**src/rtl/rbf_pkg.sv**
```systemverilog
// Shared types and constants for the rectangle blitter write-back path.
package rbf_pkg;

    localparam int COORD_BITS_DEFAULT = 12;

    localparam int PIXEL_W    = 32;
    localparam int OP_MODE_W  = 2;
    localparam int ALPHA_W    = 8;
    localparam int CHAN_W     = 8;
    localparam int CFG_DATA_W = 32;
    localparam int CFG_INDEX_W = 3;

    // Operation codes
    localparam logic [OP_MODE_W-1:0] OP_FILL  = 2'd0;
    localparam logic [OP_MODE_W-1:0] OP_COPY  = 2'd1;
    localparam logic [OP_MODE_W-1:0] OP_BLEND = 2'd2;
    localparam logic [OP_MODE_W-1:0] OP_NONE  = 2'd3;

    // Register indexes
    localparam logic [CFG_INDEX_W-1:0] REG_OP_MODE     = 3'd0;
    localparam logic [CFG_INDEX_W-1:0] REG_BLEND_ALPHA = 3'd1;
    localparam logic [CFG_INDEX_W-1:0] REG_FILL_COLOR  = 3'd2;
    localparam logic [CFG_INDEX_W-1:0] REG_DST_STRIDE  = 3'd3;
    localparam logic [CFG_INDEX_W-1:0] REG_DST_X       = 3'd4;
    localparam logic [CFG_INDEX_W-1:0] REG_DST_Y       = 3'd5;
    localparam logic [CFG_INDEX_W-1:0] REG_RECT_WIDTH  = 3'd6;
    localparam logic [CFG_INDEX_W-1:0] REG_RECT_HEIGHT = 3'd7;

    localparam logic [ALPHA_W-1:0] FULL_ALPHA  = 8'd255;
    localparam logic [ALPHA_W-1:0] ZERO_ALPHA  = 8'd0;
    localparam logic [CHAN_W-1:0]  OPAQUE_BYTE = 8'hFF;

    typedef struct packed {
        logic [OP_MODE_W-1:0] op_mode;
        logic [ALPHA_W-1:0]   blend_alpha;
        logic [PIXEL_W-1:0]   fill_color;
    } pix_cfg_t;

    typedef struct packed {
        logic [PIXEL_W-1:0] pixel;
        logic               write_enable;
    } pix_res_t;

endpackage

```
**src/rtl/rbf_pixel_unit.sv**
```systemverilog
// Per-pixel color path: fill, copy and constant-alpha blend.
module rbf_pixel_unit (
    input  rbf_pkg::pix_cfg_t              cfg,
    input  logic [rbf_pkg::PIXEL_W-1:0]    src_pixel,
    input  logic [rbf_pkg::PIXEL_W-1:0]    dst_pixel,
    output rbf_pkg::pix_res_t              res
);

    localparam int CW = rbf_pkg::CHAN_W;

    logic [CW-1:0]           dst_weight;
    logic [3*CW-1:0]         mixed;
    logic [rbf_pkg::PIXEL_W-1:0] blended;

    assign dst_weight = rbf_pkg::FULL_ALPHA - cfg.blend_alpha;

    // three channels, one 8x8 multiply pair each
    for (genvar c = 0; c < 3; c++) begin : g_chan
        logic [2*CW-1:0] prod_s;
        logic [2*CW-1:0] prod_d;
        logic [2*CW-1:0] sum;
        assign prod_s = src_pixel[c*CW +: CW] * cfg.blend_alpha;
        assign prod_d = dst_pixel[c*CW +: CW] * dst_weight;
        // s*a + d*(255-a) never exceeds 255*255, so 16 bits hold it
        assign sum    = prod_s + prod_d;
        assign mixed[c*CW +: CW] = sum[2*CW-1:CW];
    end

    assign blended = {rbf_pkg::OPAQUE_BYTE, mixed};

    always_comb begin
        res.pixel        = dst_pixel;
        res.write_enable = 1'b0;
        unique case (cfg.op_mode)
            rbf_pkg::OP_FILL: begin
                res.pixel        = cfg.fill_color;
                res.write_enable = 1'b1;
            end
            rbf_pkg::OP_COPY: begin
                res.pixel        = src_pixel;
                res.write_enable = 1'b1;
            end
            rbf_pkg::OP_BLEND: begin
                priority if (cfg.blend_alpha == rbf_pkg::FULL_ALPHA) begin
                    res.pixel        = src_pixel;
                    res.write_enable = 1'b1;
                end else if (cfg.blend_alpha != rbf_pkg::ZERO_ALPHA) begin
                    res.pixel        = blended;
                    res.write_enable = 1'b1;
                end else begin
                    res.pixel        = dst_pixel;
                    res.write_enable = 1'b0;
                end
            end
            rbf_pkg::OP_NONE: begin
                res.pixel        = dst_pixel;
                res.write_enable = 1'b0;
            end
            default: begin
                res.pixel        = dst_pixel;
                res.write_enable = 1'b0;
            end
        endcase
    end

endmodule

```
**src/rtl/rect_blitter_fill_copy_blend.sv**
```systemverilog
// Top level of the rectangle blitter write-back path (fill, copy, blend).
//
//  channel  | handshake          | word
//  ---------+--------------------+--------------------------------------------
//  input    | s_valid / s_ready  | s_src_pixel, s_dst_pixel
//  result   | m_valid / m_ready  | m_pixel_out, m_dst_offset, m_write_enable,
//           |                    | m_last_pixel
//  config   | cfg_wen            | cfg_index, cfg_wdata (no read-back)
//
// One word per clock sustained while m_ready is high; each word passes
// through two registers: an input register, then the color mix and the
// offset multiply feeding the result register.
// aresetn is synchronous, active low; it resets the configuration registers
// (op mode to fill, alpha to 255, the rest to zero), the rectangle counters and both valid flags.
// A stall on m_ready holds the result register; the input register keeps
// taking a word as long as it can move on, so s_ready drops only when both
// stages are full.
module rect_blitter_fill_copy_blend #(
    parameter int COORD_BITS = rbf_pkg::COORD_BITS_DEFAULT
) (
    input  logic                              aclk,
    input  logic                              aresetn,

    input  logic                              cfg_wen,
    input  logic [rbf_pkg::CFG_INDEX_W-1:0]   cfg_index,
    input  logic [rbf_pkg::CFG_DATA_W-1:0]    cfg_wdata,

    input  logic                              s_valid,
    output logic                              s_ready,
    input  logic [rbf_pkg::PIXEL_W-1:0]       s_src_pixel,
    input  logic [rbf_pkg::PIXEL_W-1:0]       s_dst_pixel,

    output logic                              m_valid,
    input  logic                              m_ready,
    output logic [rbf_pkg::PIXEL_W-1:0]       m_pixel_out,
    output logic [2*COORD_BITS:0]             m_dst_offset,
    output logic                              m_write_enable,
    output logic                              m_last_pixel
);

    localparam int CB     = COORD_BITS;
    localparam int OFFS_W = 2 * COORD_BITS + 1;
    localparam int PW     = rbf_pkg::PIXEL_W;

    // ---------------- configuration registers ----------------
    logic [rbf_pkg::OP_MODE_W-1:0] op_mode_reg;
    logic [rbf_pkg::ALPHA_W-1:0]   blend_alpha_reg;
    logic [PW-1:0]                 fill_color_reg;
    logic [CB-1:0]                 dst_stride_reg;
    logic [CB-1:0]                 dst_x_reg;
    logic [CB-1:0]                 dst_y_reg;
    logic [CB-1:0]                 rect_width_reg;
    logic [CB-1:0]                 rect_height_reg;

    always_ff @(posedge aclk) begin
        if (!aresetn) begin
            op_mode_reg     <= rbf_pkg::OP_FILL;
            blend_alpha_reg <= rbf_pkg::FULL_ALPHA;
            fill_color_reg  <= '0;
            dst_stride_reg  <= '0;
            dst_x_reg       <= '0;
            dst_y_reg       <= '0;
            rect_width_reg  <= '0;
            rect_height_reg <= '0;
        end else if (cfg_wen) begin
            unique case (cfg_index)
                rbf_pkg::REG_OP_MODE:     op_mode_reg     <= cfg_wdata[rbf_pkg::OP_MODE_W-1:0];
                rbf_pkg::REG_BLEND_ALPHA: blend_alpha_reg <= cfg_wdata[rbf_pkg::ALPHA_W-1:0];
                rbf_pkg::REG_FILL_COLOR:  fill_color_reg  <= cfg_wdata[PW-1:0];
                rbf_pkg::REG_DST_STRIDE:  dst_stride_reg  <= cfg_wdata[CB-1:0];
                rbf_pkg::REG_DST_X:       dst_x_reg       <= cfg_wdata[CB-1:0];
                rbf_pkg::REG_DST_Y:       dst_y_reg       <= cfg_wdata[CB-1:0];
                rbf_pkg::REG_RECT_WIDTH:  rect_width_reg  <= cfg_wdata[CB-1:0];
                rbf_pkg::REG_RECT_HEIGHT: rect_height_reg <= cfg_wdata[CB-1:0];
                default: ;
            endcase
        end
    end

    // ---------------- handshake ----------------
    logic st1_valid_reg;
    logic out_valid_reg;
    logic out_ready;
    logic st1_ready;
    logic s_accept;
    logic st1_adv;

    assign out_ready = !out_valid_reg || m_ready;
    assign st1_ready = !st1_valid_reg || out_ready;
    assign s_ready   = st1_ready;
    assign s_accept  = s_valid && st1_ready;
    assign st1_adv   = st1_valid_reg && out_ready;

    // ---------------- rectangle walk ----------------
    logic [CB-1:0] col_reg, col_next;
    logic [CB-1:0] row_reg, row_next;
    logic          rect_empty;
    logic [CB:0]   col_inc;
    logic [CB:0]   row_inc;
    logic          last_col;
    logic          last_row;

    assign rect_empty = (rect_width_reg == '0) || (rect_height_reg == '0);
    assign col_inc    = {1'b0, col_reg} + {{CB{1'b0}}, 1'b1};
    assign row_inc    = {1'b0, row_reg} + {{CB{1'b0}}, 1'b1};
    // a counter left past its bound by a register change also counts as last
    assign last_col   = col_inc >= {1'b0, rect_width_reg};
    assign last_row   = row_inc >= {1'b0, rect_height_reg};

    always_comb begin
        col_next = col_reg;
        row_next = row_reg;
        priority if (rect_empty) begin
            col_next = '0;
            row_next = '0;
        end else if (last_col) begin
            col_next = '0;
            row_next = last_row ? '0 : row_inc[CB-1:0];
        end else begin
            col_next = col_inc[CB-1:0];
        end
    end

    always_ff @(posedge aclk) begin
        if (!aresetn) begin
            col_reg <= '0;
            row_reg <= '0;
        end else if (s_accept) begin
            col_reg <= col_next;
            row_reg <= row_next;
        end
    end

    // ---------------- input register ----------------
    logic [PW-1:0] st1_src_reg;
    logic [PW-1:0] st1_dst_reg;
    logic [CB-1:0] st1_col_reg;
    logic [CB-1:0] st1_row_reg;
    logic          st1_empty_reg;
    logic          st1_last_reg;

    always_ff @(posedge aclk) begin
        if (!aresetn) begin
            st1_valid_reg <= 1'b0;
        end else if (st1_ready) begin
            st1_valid_reg <= s_valid;
        end
    end

    always_ff @(posedge aclk) begin
        if (s_accept) begin
            st1_src_reg   <= s_src_pixel;
            st1_dst_reg   <= s_dst_pixel;
            st1_col_reg   <= col_reg;
            st1_row_reg   <= row_reg;
            st1_empty_reg <= rect_empty;
            st1_last_reg  <= last_col && last_row;
        end
    end

    // ---------------- color and address ----------------
    rbf_pkg::pix_cfg_t pix_cfg;
    rbf_pkg::pix_res_t pix_res;

    assign pix_cfg.op_mode     = op_mode_reg;
    assign pix_cfg.blend_alpha = blend_alpha_reg;
    assign pix_cfg.fill_color  = fill_color_reg;

    rbf_pixel_unit u_pixel (
        .cfg       (pix_cfg),
        .src_pixel (st1_src_reg),
        .dst_pixel (st1_dst_reg),
        .res       (pix_res)
    );

    // (dst_y + row) * stride + dst_x + col, kept to the offset width
    logic [CB:0]       y_abs;
    logic [CB:0]       x_abs;
    logic [OFFS_W-1:0] row_base;
    logic [OFFS_W:0]   offs_sum;

    assign y_abs    = {1'b0, dst_y_reg} + {1'b0, st1_row_reg};
    assign x_abs    = {1'b0, dst_x_reg} + {1'b0, st1_col_reg};
    assign row_base = y_abs * dst_stride_reg;
    assign offs_sum = {1'b0, row_base} + {{(OFFS_W-CB){1'b0}}, x_abs};

    // ---------------- result register ----------------
    logic [PW-1:0]     out_pixel_reg,  out_pixel_next;
    logic [OFFS_W-1:0] out_offset_reg, out_offset_next;
    logic              out_we_reg,     out_we_next;
    logic              out_last_reg,   out_last_next;

    always_comb begin
        if (st1_empty_reg) begin
            out_pixel_next  = st1_dst_reg;
            out_offset_next = '0;
            out_we_next     = 1'b0;
            out_last_next   = 1'b0;
        end else begin
            out_pixel_next  = pix_res.pixel;
            out_offset_next = offs_sum[OFFS_W-1:0];
            out_we_next     = pix_res.write_enable;
            out_last_next   = st1_last_reg;
        end
    end

    always_ff @(posedge aclk) begin
        if (!aresetn) begin
            out_valid_reg <= 1'b0;
        end else if (out_ready) begin
            out_valid_reg <= st1_valid_reg;
        end
    end

    always_ff @(posedge aclk) begin
        if (st1_adv) begin
            out_pixel_reg  <= out_pixel_next;
            out_offset_reg <= out_offset_next;
            out_we_reg     <= out_we_next;
            out_last_reg   <= out_last_next;
        end
    end

    assign m_valid        = out_valid_reg;
    assign m_pixel_out    = out_pixel_reg;
    assign m_dst_offset   = out_offset_reg;
    assign m_write_enable = out_we_reg;
    assign m_last_pixel   = out_last_reg;

`ifndef SYNTHESIS
    // an empty rectangle parks both counters at zero
    a_empty_parks: assert property (@(posedge aclk) disable iff (!aresetn)
        (s_accept && !cfg_wen && rect_empty) |=> (col_reg == '0 && row_reg == '0))
        else $error("counters not parked on empty rectangle");

    // after a pixel the column counter is back inside the rectangle
    a_col_bound: assert property (@(posedge aclk) disable iff (!aresetn)
        (s_accept && !cfg_wen && !rect_empty) |=> (col_reg < rect_width_reg))
        else $error("column counter past rectangle width");

    // a word whose pixel was suppressed for an empty rectangle carries no offset
    a_empty_result: assert property (@(posedge aclk) disable iff (!aresetn)
        (st1_adv && st1_empty_reg) |=> (!out_we_reg && !out_last_reg && out_offset_reg == '0))
        else $error("empty rectangle produced a write or an offset");
`endif

endmodule
```
**config.mk**
```make
export PLATFORM = sky130hd
export DESIGN_NAME = rect_blitter_fill_copy_blend
export DESIGN_NICKNAME = d
export VERILOG_FILES = /design/src/rtl/rbf_pkg.sv /design/src/rtl/rbf_pixel_unit.sv /design/src/rtl/rect_blitter_fill_copy_blend.sv
export SDC_FILE = /design/constraint.sdc
export NUM_CORES = 2
export LEC_CHECK = 0
export BUFFER_PORTS_ARGS = -buffer_cell sky130_fd_sc_hd__buf_2
export CAP_MARGIN = 20
export CORE_MARGIN = 4
export CORE_UTILIZATION = 50
export DETAILED_ROUTE_END_ITERATION = 16
export PLACE_DENSITY = 0.73
export SLEW_MARGIN = 20
export SYNTH_ARGS = -nofsm -noshare
export SYNTH_HDL_FRONTEND = slang
export SYNTH_SLANG_ARGS = --single-unit
```
**constraint.sdc**
```tcl
create_clock -name aclk -period 12.8 [get_ports aclk]
set_input_delay 2.56 -clock aclk [delete_from_list [all_inputs] [get_ports aclk]]
set_output_delay 2.56 -clock aclk [all_outputs]
set_load 0.005 [all_outputs]
```
==> results by group <==
Timing
  – Max_slew headroom: 0.311
  – Max Clk Rate: 123 MHz
  – Setup TNS: 0 ns
  – WHS: 0.462 ns
  – Min Clock Period, post-route: 8.13 ns
  – Hold Violations, Final: 0
  – Least-Margin Pin Slew: 1.03 ns
  – RSZ-0062 raised after global routing: false
  – Final Max Slew Viols: 0
  – Period utilization: 0.635
  – Worst Clk Skew: 0.0536 ns
  – Setup-failing EPs final: 0

Clock tree
  – Setup Buffers After CTS: 0
  – TritonCTS Buffers: 34
  – Hold buffers post-CTS: 0
  – Worst-Skew Late Latency: 0.57 ns
  – Worst-path clk slew: 0.06 ns
  – CTS Sinks: 277
  – Root buffer cell: clkbuf_16
  – Clock Path Buffers: 3
  – Cts repair resizes: 0
  – H-tree levels: 2
  – CTS tree: yes

Power
  – Maximum VDD drop: 0.205 mV
  – P_leak: 16.0 nW
  – Power Dens Cells: 136 mW/mm²
  – Overall power: 4.60 mW

Final layout
  – Share of post-route cells with drive strength above 1: 0.0851
  – Layout area overhead: 8.32%
  – Util after Layout: 0.547
  – Final Instance Area: 0.0337 mm²
  – Nets: 4197
  – N_diodes: 0

Floorplanning
  – Initial Util: 0.505
  – Horiz. Die Dim: 258 µm
  – Die height: 258 µm
  – Row count: 91
  – Core Footprint: 0.0617 mm²
  – Die Area: 0.0664 mm²
  – Ports: 165

Global routing
  – Initial antenna violation count: 1
  – Number of global-route vias before repair: 23.7k
  – First-pass GRT wire length: 128 mm
  – GR Overflow Total: 0
  – Largest net degree at the start of global routing: 90
  – GRT Util Overall: 0.242

Yosys
  – Average size of a mapped cell: 9.43 µm²
  – Post-synthesis cell count: 3303
  – Synth area leader: fa_1
  – Ys async rst share: 0
  – Top cell type's share of synthesized area: 0.267
  – Top-count cell post-synth: inv_1
  – Synth top cells by count: inv_1 (602), fa_1 (416), nand2_1 (380)
  – Number of synthesized flops with an enable pin: 149
  – Yosys reg bits: 277
  – Synth Flop Type: edfxtp_1
  – Synth Net Count: 4129
  – Sequential-to-total area share from yosys stat: 0.226
  – Top area cells in the synthesized netlist: fa_1 (27%), edfxtp_1 (14%), ha_1 (12%)
  – Yosys warning total: 0
  – Post-Syn Area: 0.0311 mm²
  – Netlist cell types: 79

Worst setup path
  – CP Capture Type: flop
  – CP peak stage delay: 0.79 ns
  – Critical Path AT: 8.40 ns
  – Most used cell, CP: fa_1
  – Buf+Inv Stages, Crit Path: 4
  – Cells on worst reg2reg path: 25
  – CP top delay family: adder cells
  – Required time of the critical path: 13.07 ns
  – CP max stage cell: xor2_1
  – Worst Setup Start Kind: flop
  – Stages on the worst setup path: 25
  – WS Path Type: reg -> reg
  – Max FO, Critical Path: 12

Min path
  – Hold/Removal Path Class: reg -> reg
  – Worst hold path depth: 2

Routing
  – WL/cell: 18.5 µm
  – Via density: 5.37
  – Total wire length: 78.5 mm
  – Drc violations: 0
  – Post-DRT Antenna Nets: 0
  – Drt pass-1 iters: 5
  – Initial DRC Count: 1850
  – DR vias: 22.7k

Placement
  – Placed cell area: 0.0326 mm²
  – Port bufs: 164
  – Final RePlAce weighted congestion: 0.924
  – Post-DP HPWL: 58.2 mm

Flow run
  – Max-cap violation count: 0

Status
  – Status: complete, no violations
==> tightest hold or removal path: stages, from the launching register on <==
cell and delay [ns]:
dfxtp_2 0.32, nand2_1 0.04, nand3_1 0.06
==> layer usage <==
layer / vias to the layer above / global-route usage / wire (µm)
li1: 10600 / - / -
met3: 139 / 0.0512 / 6190
met1: 11300 / 0.327 / 33000
met4: 0 / 0.0686 / 2320
met2: 761 / 0.397 / 37000
met5: - / 0 / 0
==> final timing paths <==
kind	end	startpoint	slack, ns
max	m_dst_offset[23]	st1_row_reg[1]	4.67
min	blend_alpha_reg[2]	blend_alpha_reg[2]	0.46
max reg2reg	m_dst_offset[23]	st1_row_reg[1]	4.67
min reg2reg	blend_alpha_reg[2]	blend_alpha_reg[2]	0.46
==> final cells by class <==
| class | count | area [µm²] |
|---|---|---|
| inverters | 602 | 2260 |
| fillers | 5583 | 28000 |
| well taps | 837 | 1050 |
| multi-input cells | 2267 | 21200 |
| flip-flops and latches | 277 | 7050 |
| clock inverters | 20 | 211 |
| clock buffers | 41 | 907 |
| repair buffers | 189 | 1010 |
==> stage by stage <==
step | setup WS, ns | instances
final | 4.67 | 4233
after global routing | 4.32 | 4233
after CTS | 4.72 | 4233
after detailed placement | 4.74 | 4172
after global placement | 4.83 | 4172
after floorplan | 5.51 | 3303
==> cell usage in the layout (no fill, tap or decap), types with 10 or more instances in the layout <==
master,Yosys,final
a211oi_1,18,18
a21boi_0,95,95
a21o_1,21,21
a21oi_1,76,76
and2_1,200,200
buf_2,5,163
buf_4,1,26
clkbuf_16,0,34
dfxtp_1,128,119
edfxtp_1,149,149
fa_1,416,416
ha_1,306,306
inv_1,602,601
mux2i_1,21,21
nand2_1,380,380
nand2b_1,75,75
nand3_1,40,40
nor2_1,87,86
nor2b_1,171,170
nor3_1,15,15
nor4_1,11,11
o211ai_1,12,12
o21a_1,18,18
o21ai_0,52,52
o22ai_1,26,26
o31ai_1,10,10
xnor2_1,47,46
xor2_1,34,34
==> report_power, final <==
group	internal (mW)	switching, mW	leakage, nW	total [mW]
logic	1.11	1.49	12.9	2.60
registers	0.977	0.0501	2.49	1.03
clock network	0.571	0.404	0.551	0.976
total	2.66	1.94	16.0	4.60
==> cell families after synthesis <==
group,Yosys count,synth area share
compound gates,410,0.0899
xor+xnor,81,0.0228
fa+ha+maj,722,0.390
buf+inv,759,0.0924
flops,277,0.226
mux,32,0.0116
simple gates,1022,0.167
Note: power is estimated with default switching activity, not from simulation.
